`config.mk`:
```
export PLATFORM = sky130hd
export DESIGN_NAME = decimal_text_to_fixed_parser
export DESIGN_NICKNAME = d
export VERILOG_FILES = /design/src/rtl/dttf_pkg.sv /design/src/rtl/dttf_in_reg.sv /design/src/rtl/dttf_core.sv /design/src/rtl/dttf_out_reg.sv /design/src/rtl/decimal_text_to_fixed_parser.sv
export VERILOG_INCLUDE_DIRS = /design/src /design/src/rtl
export SDC_FILE = /design/constraint.sdc
export NUM_CORES = 1
export LEC_CHECK = 0
export BUFFER_PORTS_ARGS = -buffer_cell sky130_fd_sc_hd__buf_4
export CORE_MARGIN = 1
export CORE_UTILIZATION = 55
export CTS_BUF_LIST = sky130_fd_sc_hd__clkbuf_8
export DETAILED_ROUTE_END_ITERATION = 6
export PLACE_DENSITY_LB_ADDON = 0.2
export SLEW_MARGIN = 25
export SYNTH_ARGS = -nofsm -noshare
export SYNTH_HDL_FRONTEND = slang
export SYNTH_SLANG_ARGS = --single-unit
```
`constraint.sdc`:
```
create_clock -name clk_i -period 9.3 [get_ports clk_i]
set_input_delay 0.93 -clock clk_i [delete_from_list [all_inputs] [get_ports clk_i]]
set_output_delay 0.93 -clock clk_i [all_outputs]
set_load 0.01 [all_outputs]
```
`src/rtl/decimal_text_to_fixed_parser_macros.svh`:
```
// Assertion helpers shared by the parser RTL.
`ifndef DECIMAL_TEXT_TO_FIXED_PARSER_MACROS_SVH
`define DECIMAL_TEXT_TO_FIXED_PARSER_MACROS_SVH

// Same-cycle implication, checked outside reset.
`define DTTF_ASSERT_IMP(name, clk, rstn, ante, cons, msg) \
  name: assert property (@(posedge clk) disable iff (!rstn) (ante) |-> (cons)) \
    else $error(msg);

// Next-cycle implication, checked outside reset.
`define DTTF_ASSERT_NXT(name, clk, rstn, ante, cons, msg) \
  name: assert property (@(posedge clk) disable iff (!rstn) (ante) |=> (cons)) \
    else $error(msg);

`endif

```
`src/rtl/dttf_pkg.sv`:
```
`timescale 1ns / 1ps

package dttf_pkg;

  localparam int MAG_W    = 63;
  localparam int CHAR_W   = 8;
  localparam int VALUE_W  = 64;
  localparam int PLACE_W  = 4;
  localparam int OUT_TDATA_W = 72;

  localparam logic [MAG_W-1:0] MAG_MAX = '1;

  localparam logic [CHAR_W-1:0] CH_NUL   = 8'h00;
  localparam logic [CHAR_W-1:0] CH_PLUS  = 8'h2B;
  localparam logic [CHAR_W-1:0] CH_MINUS = 8'h2D;
  localparam logic [CHAR_W-1:0] CH_POINT = 8'h2E;
  localparam logic [CHAR_W-1:0] CH_ZERO  = 8'h30;
  localparam logic [CHAR_W-1:0] CH_NINE  = 8'h39;

  // round(2^64 / 10^k), k = 0..15 (entry 0 unused)
  localparam logic [63:0] TENTH_POW_Q64 [16] = '{
    64'd0,
    64'd1844674407370955162, 64'd184467440737095516, 64'd18446744073709552,
    64'd1844674407370955, 64'd184467440737096, 64'd18446744073710,
    64'd1844674407371, 64'd184467440737, 64'd18446744074,
    64'd1844674407, 64'd184467441, 64'd18446744,
    64'd1844674, 64'd184467, 64'd18447
  };

  typedef enum logic [1:0] {
    PH_START,
    PH_INT,
    PH_POINT,
    PH_FRAC
  } dttf_phase_e;

  typedef struct packed {
    logic                  step;
    logic [CHAR_W-1:0]     character;
  } dttf_step_t;

  typedef struct packed {
    logic                  overflow;
    logic                  valid_res;
    logic [VALUE_W-1:0]    value;
  } dttf_result_t;

endpackage

```
`src/rtl/dttf_in_reg.sv`:
```
`timescale 1ns / 1ps

module dttf_in_reg (
  input  logic                         clk_i,
  input  logic                         rst_ni,
  input  logic                         s_axis_tvalid,
  output logic                         s_axis_tready,
  input  logic [dttf_pkg::CHAR_W-1:0]  s_axis_tdata,   // [7:0] character
  input  logic                         out_free_i,
  output dttf_pkg::dttf_step_t         step_o
);

  logic                        valid_q, valid_d;
  logic [dttf_pkg::CHAR_W-1:0] char_q, char_d;
  logic                        advance;

  // A NUL needs room in the result register; other bytes always advance.
  assign advance = valid_q && ((char_q != dttf_pkg::CH_NUL) || out_free_i);
  assign s_axis_tready = !valid_q || advance;

  always_comb begin
    valid_d = valid_q;
    char_d  = char_q;
    if (s_axis_tready) begin
      valid_d = s_axis_tvalid;
      char_d  = s_axis_tdata;
    end
  end

  always_ff @(posedge clk_i or negedge rst_ni) begin
    if (!rst_ni) begin
      valid_q <= 1'b0;
    end else begin
      valid_q <= valid_d;
    end
  end

  always_ff @(posedge clk_i) begin
    char_q <= char_d;
  end

  assign step_o.step      = advance;
  assign step_o.character = char_q;

endmodule

```
`src/rtl/dttf_core.sv`:
```
`timescale 1ns / 1ps

module dttf_core #(
  parameter int FRAC_BITS       = 32,
  parameter int MAX_FRAC_DIGITS = 12
) (
  input  logic                   clk_i,
  input  logic                   rst_ni,
  input  dttf_pkg::dttf_step_t   step_i,
  output dttf_pkg::dttf_result_t res_o
);

  localparam int Sh    = 64 - FRAC_BITS;
  localparam int ProdW = FRAC_BITS + 4;
  localparam int IntW  = dttf_pkg::MAG_W + 4;
  localparam int MagW  = dttf_pkg::MAG_W;
  localparam logic [dttf_pkg::PLACE_W-1:0] MaxPlace = dttf_pkg::PLACE_W'(MAX_FRAC_DIGITS);

  dttf_pkg::dttf_phase_e          phase_q, phase_d;
  logic                           neg_q, neg_d;
  logic                           bad_q, bad_d;
  logic                           sat_q, sat_d;
  logic [MagW-1:0]                mag_q, mag_d;
  logic [dttf_pkg::PLACE_W-1:0]   place_q, place_d;

  logic [7:0]                     ch;
  logic [7:0]                     ch_off;
  logic [3:0]                     digit;
  logic                           is_digit;
  logic [IntW-1:0]                int_sum;
  logic                           int_sat;
  logic [dttf_pkg::PLACE_W-1:0]   place_inc;
  logic [63:0]                    rom_word;
  logic [63:0]                    weight64;
  logic [FRAC_BITS-1:0]           weight;
  logic [ProdW-1:0]               frac_add;
  logic [63:0]                    frac_sum;
  logic                           frac_sat;
  logic                           ok;
  logic [63:0]                    mag_ext;

  assign ch       = step_i.character;
  assign ch_off   = ch - dttf_pkg::CH_ZERO;
  assign digit    = ch_off[3:0];
  assign is_digit = (ch >= dttf_pkg::CH_ZERO) && (ch <= dttf_pkg::CH_NINE);

  // mag*10 + digit<<FRAC_BITS; anything above 63 bits saturates
  assign int_sum = (IntW'(mag_q) << 3) + (IntW'(mag_q) << 1)
                 + (IntW'(digit) << FRAC_BITS);
  assign int_sat = |int_sum[IntW-1:MagW];

  // fraction weight 10^-k at FRAC_BITS, rounded half up
  assign place_inc = place_q + 1'b1;
  assign rom_word  = dttf_pkg::TENTH_POW_Q64[place_inc];
  assign weight64  = (rom_word >> Sh) + ((rom_word >> (Sh - 1)) & 64'd1);
  assign weight    = weight64[FRAC_BITS-1:0];
  assign frac_add  = ProdW'(digit) * ProdW'(weight);
  assign frac_sum  = {1'b0, mag_q} + 64'(frac_add);
  assign frac_sat  = frac_sum[63];

  always_comb begin
    phase_d = phase_q;
    neg_d   = neg_q;
    bad_d   = bad_q;
    sat_d   = sat_q;
    mag_d   = mag_q;
    place_d = place_q;
    if (step_i.step) begin
      if (ch == dttf_pkg::CH_NUL) begin
        phase_d = dttf_pkg::PH_START;
        neg_d   = 1'b0;
        bad_d   = 1'b0;
        sat_d   = 1'b0;
        mag_d   = '0;
        place_d = '0;
      end else if (!bad_q) begin
        unique case (phase_q)
          dttf_pkg::PH_START, dttf_pkg::PH_INT: begin
            if ((phase_q == dttf_pkg::PH_START) &&
                ((ch == dttf_pkg::CH_PLUS) || (ch == dttf_pkg::CH_MINUS))) begin
              neg_d   = (ch == dttf_pkg::CH_MINUS);
              phase_d = dttf_pkg::PH_INT;
            end else if (is_digit) begin
              if (!sat_q) begin
                if (int_sat) begin
                  mag_d = dttf_pkg::MAG_MAX;
                  sat_d = 1'b1;
                end else begin
                  mag_d = int_sum[MagW-1:0];
                end
              end
              phase_d = dttf_pkg::PH_INT;
            end else if (ch == dttf_pkg::CH_POINT) begin
              phase_d = dttf_pkg::PH_POINT;
            end else begin
              bad_d = 1'b1;
            end
          end
          dttf_pkg::PH_POINT, dttf_pkg::PH_FRAC: begin
            if (is_digit) begin
              if (place_q < MaxPlace) begin
                place_d = place_inc;
                if (!sat_q) begin
                  if (frac_sat) begin
                    mag_d = dttf_pkg::MAG_MAX;
                    sat_d = 1'b1;
                  end else begin
                    mag_d = frac_sum[MagW-1:0];
                  end
                end
              end
              phase_d = dttf_pkg::PH_FRAC;
            end else begin
              bad_d = 1'b1;
            end
          end
          default: begin
            bad_d = 1'b1;
          end
        endcase
      end
    end
  end

  // result as seen by a terminating NUL
  assign mag_ext = {1'b0, mag_q};
  assign ok      = !bad_q && (phase_q != dttf_pkg::PH_POINT);

  always_comb begin
    res_o.valid_res = ok;
    res_o.overflow  = ok && sat_q;
    res_o.value     = '0;
    if (ok) begin
      res_o.value = neg_q ? (64'd0 - mag_ext) : mag_ext;
    end
  end

  always_ff @(posedge clk_i or negedge rst_ni) begin
    if (!rst_ni) begin
      phase_q <= dttf_pkg::PH_START;
      neg_q   <= 1'b0;
      bad_q   <= 1'b0;
      sat_q   <= 1'b0;
      mag_q   <= '0;
      place_q <= '0;
    end else begin
      phase_q <= phase_d;
      neg_q   <= neg_d;
      bad_q   <= bad_d;
      sat_q   <= sat_d;
      mag_q   <= mag_d;
      place_q <= place_d;
    end
  end

endmodule

```
`src/rtl/dttf_out_reg.sv`:
```
`timescale 1ns / 1ps

module dttf_out_reg (
  input  logic                              clk_i,
  input  logic                              rst_ni,
  input  logic                              load_i,
  input  dttf_pkg::dttf_result_t            res_i,
  output logic                              free_o,
  output logic                              m_axis_tvalid,
  input  logic                              m_axis_tready,
  output logic [dttf_pkg::OUT_TDATA_W-1:0]  m_axis_tdata  // [63:0] value, [64] valid_res,
                                                          // [65] overflow
);

  logic                   valid_q, valid_d;
  dttf_pkg::dttf_result_t res_q, res_d;

  assign free_o = !valid_q || m_axis_tready;

  always_comb begin
    valid_d = valid_q;
    res_d   = res_q;
    if (load_i) begin
      valid_d = 1'b1;
      res_d   = res_i;
    end else if (m_axis_tready) begin
      valid_d = 1'b0;
    end
  end

  always_ff @(posedge clk_i or negedge rst_ni) begin
    if (!rst_ni) begin
      valid_q <= 1'b0;
    end else begin
      valid_q <= valid_d;
    end
  end

  always_ff @(posedge clk_i) begin
    res_q <= res_d;
  end

  assign m_axis_tvalid = valid_q;
  assign m_axis_tdata  = {6'b0, res_q};

endmodule

```
`src/rtl/decimal_text_to_fixed_parser.sv`:
```
// Decimal text to signed fixed-point parser.
// Slave stream: one text byte per transfer in s_axis_tdata. A NUL byte ends
//   the string; every other byte updates the parse state and yields nothing.
// Master stream: one result per NUL, 72-bit tdata holding the Q(63-F).F value
//   (two's complement, F = FRAC_BITS), then valid_res and overflow flags.
// Throughput: one byte per cycle, sustained while the result register can take
//   each NUL. Each digit costs one times-ten add or one digit-times-ROM-weight
//   add into the magnitude register.
// Result path: an accepted NUL is held in the input register, then the parse
//   stage loads its result into the result register, which drives the master side.
// Stall: the result register holds its transfer until taken; bytes other than
//   NUL keep flowing meanwhile, a NUL waits in the input register until the
//   result register frees up, and s_axis_tready drops only then.
// Reset (rst_ni low, asynchronous): both stream sides go empty and the parser
//   returns to the start of a string with a zero magnitude.
`timescale 1ns / 1ps
`include "decimal_text_to_fixed_parser_macros.svh"

module decimal_text_to_fixed_parser #(
  parameter int FRAC_BITS       = 32,  // fraction bits of the result, 8..48
  parameter int MAX_FRAC_DIGITS = 12   // fraction digits that count, 1..15
) (
  input  logic                              clk_i,
  input  logic                              rst_ni,
  input  logic                              s_axis_tvalid,
  output logic                              s_axis_tready,
  input  logic [dttf_pkg::CHAR_W-1:0]       s_axis_tdata,  // [7:0] character
  output logic                              m_axis_tvalid,
  input  logic                              m_axis_tready,
  output logic [dttf_pkg::OUT_TDATA_W-1:0]  m_axis_tdata   // [63:0] value, [64] valid_res,
                                                           // [65] overflow
);

  dttf_pkg::dttf_step_t   step;     // byte leaving the input register
  dttf_pkg::dttf_result_t result;   // result seen at a terminating NUL
  logic                   out_free;
  logic                   load_res;

  // Input register: one byte held ahead of the parse stage.
  dttf_in_reg u_in_reg (
    .clk_i         (clk_i),
    .rst_ni        (rst_ni),
    .s_axis_tvalid (s_axis_tvalid),
    .s_axis_tready (s_axis_tready),
    .s_axis_tdata  (s_axis_tdata),
    .out_free_i    (out_free),
    .step_o        (step)
  );

  // Parse stage: string state and the magnitude accumulator.
  dttf_core #(
    .FRAC_BITS       (FRAC_BITS),
    .MAX_FRAC_DIGITS (MAX_FRAC_DIGITS)
  ) u_core (
    .clk_i  (clk_i),
    .rst_ni (rst_ni),
    .step_i (step),
    .res_o  (result)
  );

  // Only a NUL moving through the parse stage produces a transfer.
  assign load_res = step.step && (step.character == dttf_pkg::CH_NUL);

  // Result register on the master side.
  dttf_out_reg u_out_reg (
    .clk_i         (clk_i),
    .rst_ni        (rst_ni),
    .load_i        (load_res),
    .res_i         (result),
    .free_o        (out_free),
    .m_axis_tvalid (m_axis_tvalid),
    .m_axis_tready (m_axis_tready),
    .m_axis_tdata  (m_axis_tdata)
  );

  // Overflow is only ever reported on a well-formed string.
  `DTTF_ASSERT_IMP(a_ovf_needs_valid, clk_i, rst_ni, m_axis_tvalid && m_axis_tdata[65], m_axis_tdata[64], "overflow flagged on invalid string")
  // A rejected string always carries a zero value.
  `DTTF_ASSERT_IMP(a_invalid_zero, clk_i, rst_ni, m_axis_tvalid && !m_axis_tdata[64], m_axis_tdata[63:0] == 64'd0, "invalid string with nonzero value")
  // A NUL leaving the parse stage must show up as a pending result.
  `DTTF_ASSERT_NXT(a_nul_loads, clk_i, rst_ni, load_res, m_axis_tvalid, "terminating NUL produced no result")
  // A NUL may only leave the parse stage when the result register has room.
  `DTTF_ASSERT_IMP(a_no_overwrite, clk_i, rst_ni, load_res, out_free, "result register overwritten")

endmodule

```
; Word level (Yosys, flattened, before mapping)
; Memory sizes are Yosys's and may differ from the RTL's.
; Index checks and enable logic that the tools add are counted.
[totals]
rom_bits = 1024
wordCells = 123
mem_count = 1
regBits = 148
output_inout_bits = 74
[classes]
n_mul = 1
reduce_logical = 31
n_mux = 50
addsub = 7
magnitude_cmp = 4
n_bitwise = 1
eq_ne = 15
[memory_table]
columns = memory, depth, width, read_ports, rd_clocked_by_memory_dff, write_ports, line_no
row1 = (no name shown), 16, 64, 1, 0, 0, dttf_core.sv:54  ; assign rom_word = dttf_pkg::TENTH_POW_Q64[place_inc];
[op_table]
columns = op, n
row1 = $mux 63, 11
row2 = $mux 64, 2
row3 = $pmux 63 s2, 1
row4 = $add 66x64->67, 1
row5 = $add 67x36->67, 1
row6 = $add 63x36->64, 1
row7 = $sub 1x63->64 const A, 1
row8 = $mul 4x32->36, 1
row9 = $add 32x1->32, 1
row10 = $eq 8x6->1 const B, 3
row11 = $mux 1, 22
row12 = $mux 4, 5
row13 = $mux 2, 6
row14 = $reduce_bool 2->1, 6
row15 = $ne 3x2->1 const B, 3
row16 = $ne 3x3->1 const B, 3
row17 = $ge 8x6->1 const B, 1
row18 = $le 8x6->1 const B, 1
row19 = $logic_not 8->1, 1
row20 = $reduce_and 4->1, 2
row21 = $reduce_and 8->1, 1
row22 = $reduce_bool 8->1, 1
row23 = $logic_and 1x1->1, 6
row24 = $reduce_and 6->1, 1
row25 = other kinds (18), 27

; Longest topological paths before layout
[logic_depth]
depth_word = 15
depth_mapped = 32

; Hierarchy
; A second synthesis with hierarchy kept.
[unflattened]
hier_cells = 2149
hier_area_um2 = 17868.4
[modules_own_cells]
columns = module, seq_area_each_um2, n_inst, cells_per_inst, area_per_inst_um2
row1 = dttf_core, 1801.7, 1, 2052, 15428.5
row2 = dttf_out_reg, 2006.9, 1, 76, 2078.2
row3 = dttf_in_reg, 265.3, 1, 18, 332.8
row4 = decimal_text_to_fixed_parser, 0.0, 1, 3, 28.8

; Worst setup path after synthesis
; No wires, ideal clock.
[synth_timing]
path_kind = reg2reg
from = register u_core.place_q[2] in the netlist's numbering
to = register u_core.mag_q[51]
required_time_ps = 9178
path_buffers = 5
arrival_ps = 6606
path_stages_with_launch = 30
setup_slack_ps = 2573
cell_sequence = dfrtp_1 clkbuf_1 inv_1 ha_1 clkbuf_1 inv_1 clkbuf_1 a21oi_1 a31oi_1 ha_1 ha_1 nand2_1 nor2_1 a32o_1 and2_1 fa_1 fa_1 fa_1 ha_1 a21o_1 a21o_1 a21oi_1 o221ai_1 o2bb2ai_1 a21oi_1 o21a_1 clkbuf_1 clkbuf_1 nand2_1 a32o_1
[synth_between]
elab_chain_cells = 15
elab_cells_between_ends = 18
cone_classes = 3 x add/sub / 1 x mul / 1 x order compare / 1 x eq/ne / 9 x mux / 1 x bitwise / 1 x reduce/logical / 1 x memory
[synth_rtl]
columns = element, line_no
row1 = start: declaration, dttf_core.sv:24  ; logic [dttf_pkg::PLACE_W-1:0] place_q, place_d;
row2 = start signal: assignment, dttf_core.sv:152  ; place_q <= place_d;
row3 = $add 4x1->4, dttf_core.sv:53  ; assign place_inc = place_q + 1'b1;
row4 = $not 4->5 (not written as such), dttf_core.sv:54
row5 = $mem_v2 16x64, --
row6 = $mux 64 (not written as such) (2 in series), dttf_core.sv:54
row7 = $add 32x1->32, dttf_core.sv:55  ; assign weight64 = (rom_word >> Sh) + ((rom_word >> (Sh - 1)) & 64'd1);
row8 = $mul 4x32->36, dttf_core.sv:57  ; assign frac_add = ProdW'(digit) * ProdW'(weight);
row9 = $add 63x36->64, dttf_core.sv:58  ; assign frac_sum = {1'b0, mag_q} + 64'(frac_add);
row10 = $mux 63, dttf_core.sv:104  ; if (frac_sat) begin
row11 = $mux 63, dttf_core.sv:103  ; if (!sat_q) begin
row12 = $mux 63, dttf_core.sv:101  ; if (place_q < MaxPlace) begin
row13 = $mux 63, dttf_core.sv:100  ; if (is_digit) begin
row14 = $pmux 63 s2, dttf_core.sv:77  ; unique case (phase_q)
row15 = $mux 63, dttf_core.sv:76  ; end else if (!bad_q) begin
row16 = $mux 63, dttf_core.sv:69  ; if (ch == dttf_pkg::CH_NUL) begin
row17 = end signal: assignment, dttf_core.sv:151  ; mag_q <= mag_d;
row18 = end: declaration, dttf_core.sv:23  ; logic [MagW-1:0] mag_q, mag_d;
; Several ways; a longest one is shown, not always the timed one. The select of a mux whose other input is x is not followed.
; A chain may end at the register's enable or synchronous reset.

; Worst setup path in the final report
[layout_timing]
from = register u_core.place_q[0] in the netlist's numbering
to = register u_core.mag_q[31]
; The elaborated chain is that of the path after synthesis.

==> flow_metrics.env <==
export IMPL_status="completed"
export IMPL_combPwrFrac=0.367
export IMPL_p_leak_nw=8.37
export IMPL_p_int_mw=1.16
export IMPL_place_congestion=0.958
export IMPL_wirelength_mm=54.2
export IMPL_start_kind="flip-flop"
export IMPL_skew_ns=0.0309
export IMPL_grt_antenna_before_repair=0
export IMPL_busiest_layer="met2"
export IMPL_wl_per_cell_um=21.3
export IMPL_synth_xor_area_frac=0.0798
export IMPL_crit_end="u_core.mag_q[31]"
export IMPL_overflow=0
export IMPL_cts_reportedPaths_clkPinSlew_ns=0.09
export IMPL_crit_start="u_core.place_q[0]"
export IMPL_dr_pass1_iters=6
export IMPL_critical_path_arrival_ns=8.59
export IMPL_cts_setup_buffers=0
export IMPL_critical_path_max_fanout=24
export IMPL_worstSetupEndpointType="flip-flop"
export IMPL_clkPwrFrac=0.261
export IMPL_clock_path_buffers=2
export IMPL_drive_above_1_share=0.0746
export IMPL_cts_hold_buf=0
export IMPL_ant_nets=0
export IMPL_worstSkewPairLatency_ns=0.52
export IMPL_port_buffers=79
export IMPL_yosys_register_bits=148
export IMPL_hp_class="in2async"
export IMPL_ir_worst_vdd_mv=0.121
export IMPL_path_class="reg2reg"
export IMPL_cts_resized=0
export IMPL_pre_cts_ws_ns=1.26
export IMPL_htree_levels=4
export IMPL_switchingPower_mw=0.740
export IMPL_dp_hpwl_mm=41.9
export IMPL_via_count=16215
export IMPL_totalPowerFinal_mw=1.90
export IMPL_met1_usage=0.465
export IMPL_power_frac_seq=0.372
export IMPL_grt_max_degree=75
export IMPL_drcViolationCount=0
export IMPL_hold_violations=0
export IMPL_coreArea_um2=31600
export IMPL_synth_async_reset_ratio=0.500
export IMPL_worst_pin_slew_ns=1.05
export IMPL_grt_use_met2=0.516
export IMPL_p_per_area_nw_per_um2=101
export IMPL_ys_flop_type="edfxtp_1"
export IMPL_grt_total_usage=0.335
export IMPL_synth_edf_count=74
export IMPL_drv_cap=0
export IMPL_grt_pass1_wl_mm=85.9
export IMPL_cts_root_buf="clkbuf_8"
export IMPL_drt_initial_drc_count=1577
export IMPL_synth_fa_ha_area_frac=0.222
export IMPL_die_w_um=181
export IMPL_rows=65
export IMPL_syn_avg_cell_area_um2=8.30
export IMPL_setup_viol=0
export IMPL_yosysSeqAreaShare=0.230
export IMPL_period_share=0.880
export IMPL_synthToLayoutAreaGrowth_pct=6.54
export IMPL_layout_min_cycle_time_ns=8.19
export IMPL_fmax_mhz=122
export IMPL_n_antenna_cell=0
export IMPL_rrSetupSlack_ns=1.11
export IMPL_cts_tree="yes"
export IMPL_ys_types=82
export IMPL_muxShareOfSynthArea=0.00396
export IMPL_die_area_um2=32900
export IMPL_synth_cells=2131
export IMPL_finalSetupTns_ns=0
export IMPL_final_max_slew_viol_count=0
export IMPL_rr_worst_depth=26
export IMPL_synth_top_family_by_area="adder cells"
export IMPL_ys_warn_count=0
export IMPL_yosys_area_share_simple=0.185
export IMPL_die_h_um=181
export IMPL_numCtsBuffers=17
export IMPL_nets=2407
export IMPL_rr_startpoint="u_core.place_q[0]"
export IMPL_synth_area_um2=17700
export IMPL_grt_pass1_vias=15526
export IMPL_swShare=0.390
export IMPL_rsz0062_at_grt="false"
export IMPL_max_slew_margin_rel=0.292
export IMPL_timing_rr_end="u_core.mag_q[31]"
export IMPL_grtUsageMet3=0.0625
export IMPL_routed_via_density=6.36
export IMPL_io_pins=86
export IMPL_fin_ws_ns=1.11
export IMPL_synth_compound_area_frac=0.215
export IMPL_worstPathRequired_ns=9.70
export IMPL_start_util=0.560
export IMPL_clock_sinks=148
## layout by cell type (no fill, tap or decap), drive strengths merged, types with 30 or more instances in the layout
cell type	instances
nor2	188
ha	177
inv	172
a21oi	164
nand2	160
o21ai	134
buf	99
xnor2	97
fa	85
nand3	79
edfxtp	74
dfrtp	74
xor2	64
nor3	52
a21o	45
and2	43
and3	32
o31ai	32
nand4	32
a22o	30
## cell type report
cell class	count	area [µm²]
timing repair buffer	99	747
sequential	148	4080
clock buffer	18	248
clock inverter	14	116
multi-input combinational	1702	12500
inverter	165	621
fill	2945	12700
tap	402	503
## state kept, by name, indices dropped and copies added, names as in the netlist
name / cells
u_core.place_q: 4
u_core.mag_q: 63
u_out_reg.m_axis_tvalid: 1
u_core.neg_q: 1
u_in_reg.valid_q: 1
u_in_reg.char_q: 8
u_core.sat_q: 1
u_core.bad_q: 1
u_core.phase_q: 2
u_out_reg.m_axis_tdata: 66
## how the worst min path moves through the flow
stage                                         end  slack (ns)  depth (start not counted)
after CTS                      u_in_reg.char_q[3]        0.57                          1
after floorplan                      u_core.bad_q        0.52                          2
after global routing            u_core.phase_q[0]        0.49                          1
after detailed placement  u_out_reg.m_axis_tvalid        0.55                          2
after global placement               u_core.bad_q        0.55                          2
final                           u_core.phase_q[1]        0.43                          1
## metal layers
metal	vias up	share of wire
met4	0	0.035
met5	-	0
li1	7583	-
met2	661	0.45
met3	112	0.075
met1	7859	0.44
## cells by family (layout without fill, tap and decap cells)
kind of cell | count (synthesis) | after routing
buffers and inverters | 290 | 296
muxes | 7 | 7
AOI/OAI and AO/OA | 585 | 585
xor gates and xnor gates | 161 | 161
DFF | 148 | 148
adders and majority gates | 262 | 262
and+or+nand+nor | 677 | 677
other | 1 | 10
## synthesized netlist by cell type (all sizes together), types with 5 or more instances
master   count  area share
buf         24      0.0079
nor4        15      0.0062
inv        165       0.035
a21oi      164       0.046
or3         12      0.0042
and3        32       0.011
nand2      160       0.034
nor2b       20      0.0071
dfrtp       74        0.10
xor2        64       0.032
or2          7      0.0025
a221oi       5      0.0028
o2111ai      9      0.0045
a22o        30       0.015
ha         177        0.13
a21boi      11      0.0049
o21a        14      0.0059
mux2i        7      0.0040
nand3       79       0.022
o31ai       32       0.014
a211oi      22      0.0096
nand2b      15      0.0053
o22ai       16      0.0057
nand4       32       0.012
o21bai      14      0.0059
o211ai      15      0.0064
o21ai      134       0.038
a32o         8      0.0045
edfxtp      74        0.13
a21o        45       0.019
a31oi       19      0.0067
fa          85       0.096
clkbuf     101       0.022
o41ai        9      0.0045
or4          9      0.0038
nor2       188       0.040
xnor2       97       0.048
and2        43       0.015
nor3        52       0.015
## critical path, cell delays in order, from the launching register on
cell and delay, ns:
dfrtp_1 0.56, ha_1 0.21, inv_1 0.04, ha_1 0.57, inv_1 0.31, a21oi_1 0.19
a31oi_1 0.07, ha_1 0.25, ha_1 0.21, xnor2_1 0.32, nand2b_1 0.17, fa_1 0.44
fa_1 0.51, fa_1 0.52, inv_1 0.04, ha_1 0.35, a211oi_1 0.32, o211ai_1 0.25
nand3_1 0.17, o221ai_1 0.24, o2bb2ai_1 0.30, a21oi_1 0.32, buf_4 0.27, o21a_1 0.56
buf_4 0.42, o21ai_0 0.18, a32o_1 0.27
## power by group through the flow
stage	Clock [mW]	Sequential [mW]	Combinational [mW]
final	0.495	0.707	0.697
after CTS	0.502	0.706	0.696
after global placement	0	0.720	0.686
after detailed placement	0	0.720	0.688
after floorplan	0	0.715	0.523
after global routing	0.522	0.708	0.778
## stage by stage
stage	std cells	cell area (µm²)	util	hold slack, ns
after floorplan	2140	17700	-	0.523
after global placement	2516	18500	0.585	0.548
after detailed placement	2516	18500	0.585	0.554
after CTS	2548	18800	0.597	0.572
after global routing	2548	18800	0.597	0.492
final	2548	18800	0.597	0.432
No activity file was read; power rests on OpenSTA's default activity.
